`src/rtl/sba_pkg.sv`:
```
// Shared types, codes and helpers of the staggered buffer accumulator.
package sba_pkg;

    localparam int MAX_BUFFERS  = 16;
    localparam int MAX_LENGTH   = 64;
    localparam int SAMPLE_WIDTH = 32;
    localparam int BUF_W        = 4;
    localparam int IDX_W        = 6;
    localparam int POS_W        = 11;
    localparam int ACC_W        = 64;
    localparam int CNT_W        = 32;
    localparam int FILL_AW      = BUF_W + IDX_W;

    localparam logic [1:0] OP_ADD   = 2'd0;
    localparam logic [1:0] OP_READ  = 2'd1;
    localparam logic [1:0] OP_CLEAR = 2'd2;

    localparam logic [1:0] REG_NUM_BUFFERS = 2'd0;
    localparam logic [1:0] REG_LENGTH      = 2'd1;
    localparam logic [1:0] REG_INTERVAL    = 2'd2;

    localparam logic KIND_REPORT  = 1'b0;
    localparam logic KIND_AVERAGE = 1'b1;

    typedef enum logic [2:0] {
        S_IDLE,
        S_ACC_RD,
        S_ACC_WR,
        S_REPORT,
        S_AVG_RD,
        S_DIV,
        S_AVG_OUT
    } state_t;

    typedef struct packed {
        logic start;
        logic busy;
        logic done;
    } div_ctl_t;

    function automatic logic [4:0] eff_buffers(input logic [4:0] n);
        if (n == 5'd0) return 5'd1;
        if (n > 5'd16) return 5'd16;
        return n;
    endfunction

    function automatic logic [6:0] eff_length(input logic [6:0] n);
        if (n == 7'd0) return 7'd1;
        if (n > 7'd64) return 7'd64;
        return n;
    endfunction

    function automatic logic [6:0] eff_interval(input logic [6:0] n);
        if (n > 7'd64) return 7'd64;
        return n;
    endfunction

endpackage

```
`src/rtl/sba_div.sv`:
```
// Restoring divider, one quotient bit a cycle: 64-bit dividend by 32-bit divisor.
module sba_div
    import sba_pkg::*;
(
    input  logic             aclk,
    input  logic             aresetn,
    input  logic             start,
    input  logic [ACC_W-1:0] dividend,
    input  logic [CNT_W-1:0] divisor,
    output div_ctl_t         ctl,
    output logic [ACC_W-1:0] quotient
);

    logic [CNT_W:0]   rem_reg;
    logic [ACC_W-1:0] quo_reg;
    logic [CNT_W-1:0] dvs_reg;
    logic [6:0]       cnt_reg;
    logic             busy_reg;
    logic             done_reg;
    logic [CNT_W:0]   rem_sh;
    logic [CNT_W:0]   rem_sub;

    assign rem_sh  = {rem_reg[CNT_W-1:0], quo_reg[ACC_W-1]};
    assign rem_sub = rem_sh - {1'b0, dvs_reg};

    always_ff @(posedge aclk) begin
        if (!aresetn) begin
            busy_reg <= 1'b0;
            done_reg <= 1'b0;
            cnt_reg  <= 7'd0;
        end else begin
            done_reg <= 1'b0;
            if (start) begin
                busy_reg <= 1'b1;
                cnt_reg  <= 7'd0;
            end else if (busy_reg) begin
                cnt_reg <= cnt_reg + 7'd1;
                if (cnt_reg == 7'(ACC_W - 1)) begin
                    busy_reg <= 1'b0;
                    done_reg <= 1'b1;
                end
            end
        end
    end

    always_ff @(posedge aclk) begin
        if (start) begin
            rem_reg <= '0;
            quo_reg <= dividend;
            dvs_reg <= divisor;
        end else if (busy_reg) begin
            if (!rem_sub[CNT_W]) begin
                rem_reg <= rem_sub;
                quo_reg <= {quo_reg[ACC_W-2:0], 1'b1};
            end else begin
                rem_reg <= rem_sh;
                quo_reg <= {quo_reg[ACC_W-2:0], 1'b0};
            end
        end
    end

    assign ctl.start = start;
    assign ctl.busy  = busy_reg;
    assign ctl.done  = done_reg;
    assign quotient  = quo_reg;

endmodule

```
`config.mk`:
```
export PLATFORM = sky130hd
export DESIGN_NAME = sba_div
export DESIGN_NICKNAME = d
export VERILOG_FILES = /design/src/rtl/sba_pkg.sv /design/src/rtl/sba_div.sv
export SDC_FILE = /design/constraint.sdc
export NUM_CORES = 1
export LEC_CHECK = 0
export BUFFER_PORTS_ARGS = -buffer_cell sky130_fd_sc_hd__buf_2
export CAP_MARGIN = 40
export CORE_MARGIN = 10
export CORE_UTILIZATION = 25
export DETAILED_ROUTE_END_ITERATION = 7
export HOLD_SLACK_MARGIN = 0.12
export PLACE_DENSITY = 0.51
export SYNTH_ARGS = -nofsm -noshare
export SYNTH_HDL_FRONTEND = slang
export SYNTH_SLANG_ARGS = --single-unit
```
`constraint.sdc`:
```
create_clock -name aclk -period 2.48 [get_ports aclk]
set_input_delay 0 -clock aclk [delete_from_list [all_inputs] [get_ports aclk]]
set_output_delay 0 -clock aclk [all_outputs]
set_load 0.01 [all_outputs]
```
* After elaboration in Yosys (flattened, before gate mapping)
Cells that the tools add are included.
** Operators by class
- Multiplexer cells :: 8
- Reductions and logical operators :: 3
- Equal/unequal tests :: 1
- Add/subtract/negate cells :: 2
- Bitwise operators :: 2
** Operator list (number)
- 2-to-1 mux 64 bit :: 2
- subtractor 33 x 32 -> 33 bit :: 1
- 2-to-1 mux 32 bit :: 1
- adder 7 x 1 -> 7 bit, second input constant :: 1
- == test 7 x 6 -> 1 bit, second input constant :: 1
- 2-to-1 mux 1 bit :: 5
- OR reduction 3 bit :: 1
- inverter 1 bit :: 2
- nonzero test 2 bit :: 1
- OR reduction 2 bit :: 1
** Word-level totals
- Register bits :: 137
- Input port bits :: 99
- Word-level logic and storage cells :: 22
- Output and inout port bits :: 67

* Logic depth before layout (Yosys ltp)
Gate-level depths: netlist of the first run.
- Depth in word-level cells :: 4
- Mapped depth :: 13
- Mapped depth without buffers :: 12

* Worst setup path before layout of the first run
OpenSTA, ideal clock, no wires.
- Path kind :: reg-to-reg
- From :: reg quo_reg[63] (netlist: quotient[63])
- To :: reg rem_reg[19]
- Cell stages (with the launch flop) :: 14
- Library setup time :: 88 ps
- Data arrival time :: 2658 ps
- Period minus slack after synthesis :: 2746 ps
- Required time :: 2392 ps
- Path buffers :: 1
- Path slack :: -266 ps
- Cells stage by stage :: edfxtp_1 > inv_1 > ha_1 > fa_1 > nor2b_1 > o2111ai_1 > nand4_1 > nand3_1 > nand3_2 > a31oi_4 > xnor2_2 > buf_2 > nand4_1 > a311oi_2
** Between the ends
- Cells in the longest elaborated chain, start to end :: 2
** RTL lines
- from (decl) :: line sba_div.sv:15 : logic [ACC_W-1:0] quo_reg;
- from (signal assigned) :: line sba_div.sv:49 : quo_reg <= dividend;
- from (signal assigned) :: line sba_div.sv:54 : quo_reg <= {quo_reg[ACC_W-2:0], 1'b1};
- from (signal assigned) :: line sba_div.sv:57 : quo_reg <= {quo_reg[ACC_W-2:0], 1'b0};
- subtractor 33 x 32 -> 33 bit :: line sba_div.sv:24 : assign rem_sub = rem_sh - {1'b0, dvs_reg};
- 2-to-1 mux 32 bit :: line sba_div.sv:52 : if (!rem_sub[CNT_W]) begin
- to (signal assigned) :: line sba_div.sv:53 : rem_reg <= rem_sub;
- to (signal assigned) :: line sba_div.sv:56 : rem_reg <= rem_sh;
- to (decl) :: line sba_div.sv:14 : logic [CNT_W:0] rem_reg;
No other way between the ends.
A chain may end at the register's enable or synchronous reset.

* Worst setup path in the final report of the first run
- From :: reg dvs_reg[13]
- To :: reg rem_reg[21]
** Between the ends
- Cells in the longest elaborated chain, start to end :: 2
** RTL lines
- from (decl) :: line sba_div.sv:16 : logic [CNT_W-1:0] dvs_reg;
- from (signal assigned) :: line sba_div.sv:50 : dvs_reg <= divisor;
- subtractor 33 x 32 -> 33 bit :: line sba_div.sv:24
- 2-to-1 mux 32 bit :: line sba_div.sv:52
No other way between the ends.

==> results.md, run 1 <==
- Drt pass-1 iters: 4
- First-pass GRT wire length: between 30000 and 40000 µm
- Core area: about 0.029 mm²
- Critical path startpoint category: register
- CTS tree: yes
- R2r setup slk: -0.30 ns
- Mapped Area: around 0.0073 mm²
- Design area: about 0.011 mm²
- Total count of hold-check failures in the final report: 0
- Fin worst setup slack: -0.298 ns
- Comb pwr share: 0.228
- Crit-path max cell delay: between 0.3 and 0.4 ns
- Die area: around 0.037 mm²
- Syn nets: between 700 and 800
- Vias in the first global route: 6864
- Non-filler cells in the finished layout: approximately 1.4k
- Worst Hold Endpoint: dvs_reg[12]$_DFFE_PP_
- # port buffers: ~170
- Post-synth EDFFs: 96
- Root buf cell: clkbuf_16
- Global routing's busiest layer: met2
- Data required, critical path: ~2.9 ns
- Top_reg_cell synth: edfxtp_1
- Clock Path Buffers: 2
- Area fraction of the dominant cell type after synthesis: 0.393
- Run status: finished with violations
- Total global routing overflow: 0
- Critical-path cell list: inv_2 -> ha_4 -> a21o_1 -> a21o_1 -> a21o_1 -> a32oi_2 -> nand3_2 -> a31oi_4 -> xnor2_4 -> buf_6 -> a311oi_2 -> o31a_1
- Slew Viols, Final: 0
- Clk pwr share: 0.371
- Placed Instances: 1282
- Synthesis-to-layout area growth: 54.6%
- Clock transition at path regs: roughly 0.07 ns
- Slew @ Worst Pin: 0.511 ns
- Netlist cell types: just over 60
- PwrDens: around 610 mW/mm²
- Grt met2 use: 0.199
- Critical Path Fanout Max: 14
- Worst min-delay path category: input pin to register
- Die Wd: 191 µm
- DP Area: 0.00954 mm²
- Sw Ratio: 0.292
- Final setup vio count: 33
- Hpwl dp: between 15000 and 20000 µm
- Largest net degree at the start of global routing: 65
- Worst VDD drop: 412 µV
- Crit path kind: register to register
- ANT cells: 0
- TritonCTS Sinks: roughly 140
- Seq cells post-synth: ~140
- Vias post-DR: 6370
- Clk_lat worst skew: around 0.42 ns
- Seq/Total Area, Yosys: 0.505
- TritonCTS buffer count: 17
- Num ports: about 170
- Delay-heaviest family, CP: compound AO/OA/AOI/OAI gates
- Register-to-Register Path Depth: 12
- WP buf/inv: 2
- Pint: just under 5 mW
- Drt total wl: 23100 µm
- Tcrit/Tclk final: 1.12
- Net Sw Power: between 2 and 2.5 mW
- Min-delay src: start
- R2R Path Start: dvs_reg[13]$_DFFE_PP_
- Routed Antenna Nets: 0
- Avg Vias per Cell: between 4 and 5
- Syn. warnings: 0
- Grt met3 use: 0.0466
- Die Ht: between 150 and 200 µm
- Setup tns final: -6.89 ns
- Total GRT Usage: 0.127
- Detailed-route wire length per cell: approximately 16 µm
- Antenna violations before repair: 0
- Syn Area/Cell: 11.2 µm²
- Critical Path Most Common Cell: a21o_1
- Maximum Capacitance Violations: 0
- Lkg Pwr: between 4 and 5 nW
- Top cells by area in the synthesized netlist: edfxtp_1, dfxtp_1, mux2_2
- Max frequency: ~360 MHz
- CP max-delay cell: edfxtp_1
- H-Tree Depth: 4
- Yosys top cell by area: edfxtp_1
- RR Endpoint: rem_reg[21]$_SDFFE_PP0P_
- Ys async rst share: 0
- GPL Wtd Cong: 0.844
- Starting Density: 0.254
- Met1 GRT Util: 0.161
- NumNets Final: roughly 1.2k
- Failing checks: setup timing
- Hold depth: 2
- Slew headroom: 0.659
- Detailed Route Iter0 Violations: about 270
- Mapped Cells: ~650
- Fin crit period: approximately 2.8 ns
- Reg power frac: 0.401
- Share of layout cells above drive strength 1: 0.436
- Row cnt: 62
- Critical path capture point type: register
- RSZ-0062 raised after global routing: yes
- Critical Path AT: 3.15 ns
- Max Clock Skew: a little over 0.009 ns
- # DRC: 0
- Max reg flops: between 60 and 70
[placed cells by master (no fill, tap or decap), types with 6 or more instances in the layout]
| cell type | synthesis | routed |
|---|---|---|
| a21o_1 | 20 | 20 |
| a21oi_1 | 28 | 24 |
| a311oi_1 | 11 | 6 |
| a311oi_2 | 10 | 15 |
| a31oi_1 | 8 | 8 |
| and3_1 | 7 | 7 |
| buf_12 | 0 | 6 |
| buf_2 | 3 | 164 |
| buf_4 | 3 | 113 |
| clkbuf_16 | 0 | 18 |
| dfxtp_1 | 41 | 40 |
| dlygate4sd3_1 | 0 | 97 |
| edfxtp_1 | 96 | 96 |
| ha_1 | 33 | 26 |
| ha_4 | 0 | 6 |
| inv_1 | 44 | 41 |
| inv_6 | 0 | 7 |
| mux2_2 | 63 | 63 |
| nand2_1 | 64 | 49 |
| nand2_2 | 0 | 14 |
| nand3_1 | 19 | 18 |
| nand4_1 | 8 | 8 |
| nor2_1 | 42 | 41 |
| o21ai_0 | 16 | 14 |
| xnor2_1 | 18 | 18 |
| xor2_1 | 9 | 9 |
[cells in the mapped netlist, types with 3 or more instances]
cell and count:
buf_4 3, clkbuf_1 21, and4_1 3, nor3_1 7, o21ai_0 16, a21o_1 20, edfxtp_1 96, o21ai_1 3
nand2b_1 3, nand2_1 64, nor2b_1 5, nor3b_1 3, xor2_1 9, a211oi_1 3, nand3_1 19, a32oi_1 6
o21a_1 5, nand4_1 8, a21oi_1 28, o21bai_1 3, nor2_1 42, o211ai_1 3, or3_1 3, and3_1 7
and2_1 3, a311oi_2 10, a31oi_1 8, mux2_2 63, xnor2_1 18, ha_1 33, buf_2 3, dfxtp_1 41
inv_1 44, a311oi_1 11
[metal layers]
metal / share of wire / wire length (µm)
met1: 0.45 / 10400
met2: 0.46 / 10600
met3: 0.079 / 1840
met4: 0.013 / 289
met5: 0 / 0
[worst max-delay path by stage]
stage | startpoint | end | slack [ns] | depth (start not counted)
final | dvs_reg[13]$_DFFE_PP_ | rem_reg[21]$_SDFFE_PP0P_ | -0.30 | 12
after global routing | dvs_reg[13]$_DFFE_PP_ | rem_reg[21]$_SDFFE_PP0P_ | -0.45 | 12
after CTS | dvs_reg[10]$_DFFE_PP_ | rem_reg[25]$_SDFFE_PP0P_ | -0.27 | 11
after detailed placement | dvs_reg[10]$_DFFE_PP_ | rem_reg[25]$_SDFFE_PP0P_ | -0.29 | 11
after global placement | dvs_reg[13]$_DFFE_PP_ | rem_reg[4]$_SDFFE_PP0P_ | -0.22 | 12
after floorplan | quotient[63]$_DFFE_PP_ | rem_reg[19]$_SDFFE_PP0P_ | -0.14 | 13
[area by class of cell]
class	instances	area (µm²)
clock inverters	15	154
repair buffers	383	2810
clock buffers	17	425
fillers	2869	17500
multi-input cells	440	3600
flip-flops and latches	137	3700
well taps	384	480
inverters	45	173
[power by group through the flow]
stage	Sequential, mW	Combinational (mW)	Clock (mW)
final	2.78	1.58	2.58
after global routing	2.81	1.75	2.74
after CTS	2.78	1.54	2.63
after detailed placement	2.83	1.39	0
after global placement	2.83	1.39	0
after floorplan	2.86	0.732	0
[cell families after synthesis]
logic type	share of synthesized area
compound gates	0.142
xor+xnor	0.0382
fa+ha+maj	0.0590
buf+inv	0.0430
flops	0.505
mux	0.0995
simple gates	0.113
[timing repair]
action,CTS,global route
pin swaps,11,5
gates cloned,0,2
endpoints found under the setup margin,33,33
buffers inserted,1,7
endpoints found under the hold margin,105,0
resized for setup,14,19
hold buffers,97,0
[through the flow]
step	hold slack (ns)	total power [mW]	worst slack [ns]	utilization
floorplan	0.0918	3.60	-0.136	-
detailed placement	0.178	4.21	-0.287	0.331
global placement	0.178	4.21	-0.219	0.331
CTS	0.141	6.95	-0.274	0.386
finish	0.142	6.94	-0.298	0.393
global route	0.147	7.29	-0.454	0.393
(Power assumes the default switching activity.)
==> inputs of run 2 (changes only) <==
CORE_UTILIZATION = 49   (was 25)
PLACE_DENSITY = 0.82   (was 0.51)
==> results.md, run 2 (synthesis results as in run 1) <==
- Max reg flops: 64 (unchanged)
- Vias post-DR: 6979 (+9.6%)
- Non-filler cells in the finished layout: 1233 (-13%)
- Total global routing overflow: 0 (unchanged)
- Clk_lat worst skew: 0.44 ns (+0.02 ns)
- GPL Wtd Cong: 0.914 (+8.4%)
- Place WS: -0.354 ns (-0.0665 ns)
- Worst Hold Endpoint: dvs_reg[26]$_DFFE_PP_
- # port buffers: 165 (unchanged)
- Vias in the first global route: 7443 (+8.4%)
- Clk pwr share: 0.376 (+0.005)
- Hold depth: 2 (unchanged)
- Total count of hold-check failures in the final report: 0 (unchanged)
- Drt pass-1 iters: 5 (+1)
- Critical Path AT: 3.21 ns (+0.06 ns)
- Detailed Route Iter0 Violations: 590 (+120%)
- Max Clock Skew: 0.0171 ns (+0.00794 ns)
- Met1 GRT Util: 0.265 (+0.103)
- Hold Slack: 0.275 ns (+0.133 ns)
- Tcrit/Tclk final: 1.16 (+0.0429)
- Worst min-delay path category: input pin to register
- Comb pwr share: 0.233 (+0.005)
- Core area: 0.0146 mm² (-49%)
- Final setup vio count: 33 (unchanged)
- Lkg Pwr: 4.95 nW (+1.9%)
- Drt total wl: 25600 µm (+11%)
- Most frequent cells in the layout: buf_2, buf_4, dlygate4sd3_1, edfxtp_1, mux2_2
- Fin crit period: 2.88 ns (+0.106 ns)
- Failing checks: setup timing
- Critical path startpoint category: register
- Data required, critical path: 2.81 ns (-0.04 ns)
- Row cnt: 44 (-29%)
- H-Tree Depth: 4 (unchanged)
- Grt met3 use: 0.0908 (+0.0441)
- Global routing's busiest layer: met2
- Core Util, Final: 0.780 (+0.387)
- CTS tree: yes
- RR Endpoint: rem_reg[25]$_SDFFE_PP0P_
- NumNets Final: 1166 (+0.78%)
- Clock transition at path regs: 0.06 ns (about the same)
- Critical Path Fanout Max: 5 (-9)
- Placed Instances: 1072 (-16%)
- Total GRT Usage: 0.242 (+0.115)
- Crit path kind: register to register
- PwrDens: 631 mW/mm² (+3.0%)
- # DRC: 0 (unchanged)
- Max frequency: 347 MHz (-3.7%)
- Fillers: 821 (-71%)
- Largest net degree at the start of global routing: 125 (+92%)
- RSZ-0062 raised after global routing: yes
- Register area: 0.00370 mm² (unchanged)
- TritonCTS buffer count: 17 (unchanged)
- Fin worst setup slack: -0.404 ns (-0.106 ns)
- Die area: 0.0203 mm² (-45%)
- Routed Antenna Nets: 0 (unchanged)
- R2R Path Start: dvs_reg[17]$_DFFE_PP_
- Clock Path Buffers: 2 (unchanged)
- Min-delay src: divisor[26]
- Die Wd: 142 µm (-26%)
- R2r setup slk: -0.40 ns (-0.11 ns)
- Detailed-route wire length per cell: 20.7 µm (+28%)
- Synthesis-to-layout area growth: 55.1%
- Root buf cell: clkbuf_16
- Commonest non-fill, non-tap cell in the layout: buf_2
- TritonCTS Sinks: 137 (unchanged)
- Die Ht: 142 µm (-26%)
- Starting Density: 0.503 (+0.249)
- Pint: 5.17 mW (+5.1%)
- Reg power frac: 0.391 (-0.010)
- Slew headroom: 0.455 (-0.203)
- Grt met2 use: 0.410 (+0.210)
- First-pass GRT wire length: 39100 µm (+4.5%)
- Multi-input logic area: 0.00367 mm² (+2.0%)
- Avg Vias per Cell: 5.66 (+26%)
- Register-to-Register Path Depth: 14 (+2)
- Run status: finished with violations
- Num ports: 166 (unchanged)
- Slew @ Worst Pin: 0.817 ns (+0.305 ns)
- Net Sw Power: 2.01 mW (-0.95%)
- Sw Ratio: 0.280 (-0.0121)
- Antenna violations before repair: 2 (+2)
- Share of layout cells above drive strength 1: 0.453 (+0.0173)
- Critical path capture point type: register
- Maximum Capacitance Violations: 0 (unchanged)
- Hpwl dp: 14700 µm (-9.7%)
- Slew Viols, Final: 0 (unchanged)
- Worst VDD drop: 545 µV (+32%)
-- run 2: cell types whose count changed in the layout (fill, tap and decap cells not counted), moves of 3 or more --
cell     before  now
diode_2       0    3
nand3_2       2    8
nand2_2      14   18
nand2_1      49   45
buf_4       113  109
buf_6         2   11
a21oi_1      24   27
buf_16        0    3
buf_12        6    3
inv_2         2    6
inv_1        41   37
inv_6         7    3
nand3_1      18   10
-- run 2: layout make-up --
type | count | area share
repair buffers | 392 | 0.261
well taps | 184 | 0.0202
inverters | 45 | 0.0152
flip-flops and latches | 137 | 0.326
diodes | 3 | 0.000660
clock inverters | 12 | 0.0145
multi-input cells | 440 | 0.323
clock buffers | 20 | 0.0402
-- run 2: timing repair --
| action | CTS | global route |
|---|---|---|
| pin swaps | 28 | 11 |
| gates cloned | 5 | 2 |
| setup endpoints to repair | 33 | 33 |
| hold buffers | 98 | 0 |
| endpoints found under the hold margin | 113 | 0 |
| gates resized for setup | 44 | 23 |
| setup buffers | 16 | 8 |
-- run 2: metrics by stage --
step	area, µm²	setup TNS, ns	power, mW
after global routing	11400	-14.36	7.41
after floorplan	7480	-2.88	3.60
after CTS	11200	-7.20	7.04
final	11400	-10.39	7.17
after detailed placement	9180	-8.46	4.17
after global placement	9180	-5.85	4.13
-- run 2: worst max-delay path by stage --
stage	slack, ns	depth (start not counted)	endpoint	startpoint
after floorplan	-0.14	13	rem_reg[19]$_SDFFE_PP0P_	quotient[63]$_DFFE_PP_
after global placement	-0.27	13	rem_reg[10]$_SDFFE_PP0P_	dvs_reg[17]$_DFFE_PP_
after detailed placement	-0.35	13	rem_reg[11]$_SDFFE_PP0P_	dvs_reg[17]$_DFFE_PP_
after CTS	-0.29	14	rem_reg[25]$_SDFFE_PP0P_	dvs_reg[13]$_DFFE_PP_
after global routing	-0.65	14	rem_reg[25]$_SDFFE_PP0P_	dvs_reg[17]$_DFFE_PP_
final	-0.40	14	rem_reg[25]$_SDFFE_PP0P_	dvs_reg[17]$_DFFE_PP_
-- run 2: power groups by stage --
| stage | Clock (mW) | Sequential [mW] | Combinational, mW |
|---|---|---|---|
| global route | 2.80 | 2.82 | 1.79 |
| floorplan | 0 | 2.86 | 0.732 |
| detailed placement | 0 | 2.82 | 1.35 |
| CTS | 2.70 | 2.79 | 1.56 |
| finish | 2.70 | 2.80 | 1.67 |
| global placement | 0 | 2.82 | 1.31 |
-- run 2: worst max-delay path: stages (launching register included) --
cell      delay, ns
edfxtp_1       0.37
inv_2          0.08
ha_4           0.19
a21o_1         0.17
a21o_1         0.22
a21o_1         0.21
nor3b_2        0.25
nand3_4        0.13
a31oi_4        0.19
buf_6          0.14
xor2_4         0.20
buf_6          0.15
buf_8          0.14
nand2_1        0.07
a311oi_1       0.28
-- run 2: per-layer routing --
metal	share of wire	vias up
li1	-	3184
met1	0.37	3281
met2	0.49	416
met3	0.10	98
met4	0.044	0
met5	0	-
==> inputs of run 3 (changes only) <==
CTS_BUF_LIST = sky130_fd_sc_hd__clkbuf_16   (was unset)
==> results.md, run 3 (synthesis results as in run 1) <==
- TritonCTS Sinks: 137 (unchanged)
- Total global routing overflow: 0 (unchanged)
- Run status: finished with violations
- Register-to-Register Path Depth: 14 (unchanged)
- Critical Path Fanout Max: 5 (unchanged)
- Die Wd: 142 µm (unchanged)
- Commonest non-fill, non-tap cell in the layout: buf_2
- TritonCTS buffer count: 17 (unchanged)
- Drt total wl: 25600 µm (+0.25%)
- Core Util, Final: 0.780 (about the same)
- Root buf cell: clkbuf_16
- Clk_lat worst skew: 0.44 ns (about the same)
- Routed Antenna Nets: 0 (unchanged)
- Slew Viols, Final: 0 (unchanged)
- Starting Density: 0.503 (unchanged)
- Min-delay src: divisor[26]
- Critical path capture point type: register
- Worst VDD drop: 523 µV (-4.1%)
- Clock Path Buffers: 2 (unchanged)
- Tcrit/Tclk final: 1.23 (+0.0669)
- Lkg Pwr: 4.95 nW (about the same)
- Critical path startpoint category: register
- Share of layout cells above drive strength 1: 0.455 (+0.00191)
- Failing checks: setup timing
- Clock transition at path regs: 0.06 ns (about the same)
- Worst Hold Endpoint: dvs_reg[26]$_DFFE_PP_
- Data required, critical path: 2.78 ns (-0.03 ns)
- Fin crit period: 3.05 ns (+0.166 ns)
- H-Tree Depth: 4 (unchanged)
- Die area: 0.0203 mm² (unchanged)
- Drt pass-1 iters: 5 (unchanged)
- Max reg flops: 64 (unchanged)
- RR Endpoint: rem_reg[25]$_SDFFE_PP0P_
- R2R Path Start: dvs_reg[11]$_DFFE_PP_
- Slew @ Worst Pin: 0.816 ns (-0.00119 ns)
- NumNets Final: 1166 (unchanged)
- Critical Path AT: 3.35 ns (+0.14 ns)
- Max frequency: 328 MHz (-5.4%)
- Fin worst setup slack: -0.570 ns (-0.166 ns)
- First-pass GRT wire length: 39200 µm (+0.32%)
- Vias in the first global route: 7493 (+0.67%)
- Total GRT Usage: 0.243 (+0.000828)
- Detailed Route Iter0 Violations: 613 (+3.9%)
- Largest net degree at the start of global routing: 125 (unchanged)
- Slew headroom: 0.456 (+0.000794)
- Final setup vio count: 33 (unchanged)
- Core area: 0.0146 mm² (unchanged)
- RSZ-0062 raised after global routing: yes
- Non-filler cells in the finished layout: 1231 (-0.16%)
- Total power: 7.10 mW (-1.0%)
- Placed Instances: 1072 (unchanged)
- Num ports: 166 (unchanged)
- Vias post-DR: 6955 (-0.34%)
- Hold depth: 2 (unchanged)
- Antenna violations before repair: 0 (-2)
- CTS tree: yes
- Row cnt: 44 (unchanged)
- Synthesis-to-layout area growth: 55.1% (about the same)
- Total count of hold-check failures in the final report: 0 (unchanged)
- Crit path kind: register to register
- Max Clock Skew: 0.0217 ns (+0.00462 ns)
- Hpwl dp: 14700 µm (unchanged)
- Die Ht: 142 µm (unchanged)
- Avg Vias per Cell: 5.65 (-0.18%)
- R2r setup slk: -0.57 ns (-0.17 ns)
- Maximum Capacitance Violations: 0 (unchanged)
- Worst min-delay path category: input pin to register
- Most frequent cells in the layout: buf_2, buf_4, dlygate4sd3_1, edfxtp_1, mux2_2
- Detailed-route wire length per cell: 20.8 µm (+0.41%)
- # DRC: 0 (unchanged)
- PwrDens: 624 mW/mm² (-1.0%)
- # port buffers: 165 (unchanged)
- GPL Wtd Cong: 0.914 (unchanged)
==> run 3: cell types whose count changed in the layout (fill, tap and decap cells not counted), moves of 2 or more <==
cell | before | now
nand2_2 | 18 | 20
clkbuf_8 | 2 | 0
diode_2 | 3 | 1
clkinv_1 | 1 | 3
nand2_1 | 45 | 43
==> run 3: how the worst max path moves through the flow <==
| stage | to | slack (ns) | startpoint | depth (start not counted) |
|---|---|---|---|---|
| after global placement | rem_reg[10]$_SDFFE_PP0P_ | -0.27 | dvs_reg[17]$_DFFE_PP_ | 13 |
| final | rem_reg[25]$_SDFFE_PP0P_ | -0.57 | dvs_reg[11]$_DFFE_PP_ | 14 |
| after floorplan | rem_reg[19]$_SDFFE_PP0P_ | -0.14 | quotient[63]$_DFFE_PP_ | 13 |
| after global routing | rem_reg[25]$_SDFFE_PP0P_ | -0.74 | dvs_reg[11]$_DFFE_PP_ | 14 |
| after detailed placement | rem_reg[11]$_SDFFE_PP0P_ | -0.35 | dvs_reg[17]$_DFFE_PP_ | 13 |
| after CTS | rem_reg[25]$_SDFFE_PP0P_ | -0.29 | dvs_reg[13]$_DFFE_PP_ | 14 |
==> run 3: critical path, cell delays in order, from the launching register on <==
cell and delay, ns:
edfxtp_1 0.38, inv_2 0.08, ha_4 0.19, buf_4 0.15
a21oi_1 0.20, o21ai_0 0.19, a32oi_2 0.32, nand3_4 0.15
a31oi_4 0.19, buf_6 0.14, xor2_4 0.19, buf_6 0.15
buf_8 0.14, nand2_1 0.10, a311oi_1 0.34
==> run 3: final cells by class <==
type                       count  area, µm²
multi-input combinational    440       3700
clock inverter                15        176
inverter                      45        173
clock buffer                  17        425
tap                          184        230
sequential                   137       3700
timing repair buffer         392       2960
antenna                        1       2.50
fill                         815       3220
==> run 3: repair_timing <==
| action | CTS | global route |
|---|---|---|
| resized for setup | 44 | 28 |
| setup endpoints to repair | 33 | 33 |
| hold buffers | 98 | 0 |
| hold endpoints to repair | 113 | 0 |
| setup buffers | 16 | 9 |
| gates cloned | 5 | 1 |
| pin swaps | 28 | 14 |
==> run 3: layer usage <==
layer / GRT usage / up-vias / wire length (µm)
met4: 0.113 / 0 / 947
met1: 0.266 / 3280 / 9250
met2: 0.414 / 401 / 12900
li1: - / 3190 / -
met5: 0 / - / 0
met3: 0.0864 / 84 / 2580
==> run 3: through the flow <==
step	hold slack [ns]	area, µm²	worst slack [ns]	setup TNS (ns)
2_1_floorplan	0.0918	7480	-0.136	-2.88
3_3_place_gp	0.176	9180	-0.268	-5.85
3_5_place_dp	0.178	9180	-0.354	-8.46
4_1_cts	0.268	11200	-0.294	-7.20
5_1_grt	0.280	11400	-0.741	-16.62
6_report	0.278	11400	-0.570	-11.55
==> run 3: where the power goes <==
| group | total (mW) | switching [mW] | internal, mW | leakage (nW) |
|---|---|---|---|---|
| Clock | 2.62 | 1.03 | 1.59 | 0.292 |
| Combinational | 1.68 | 0.842 | 0.836 | 3.36 |
| Sequential | 2.80 | 0.123 | 2.68 | 1.29 |
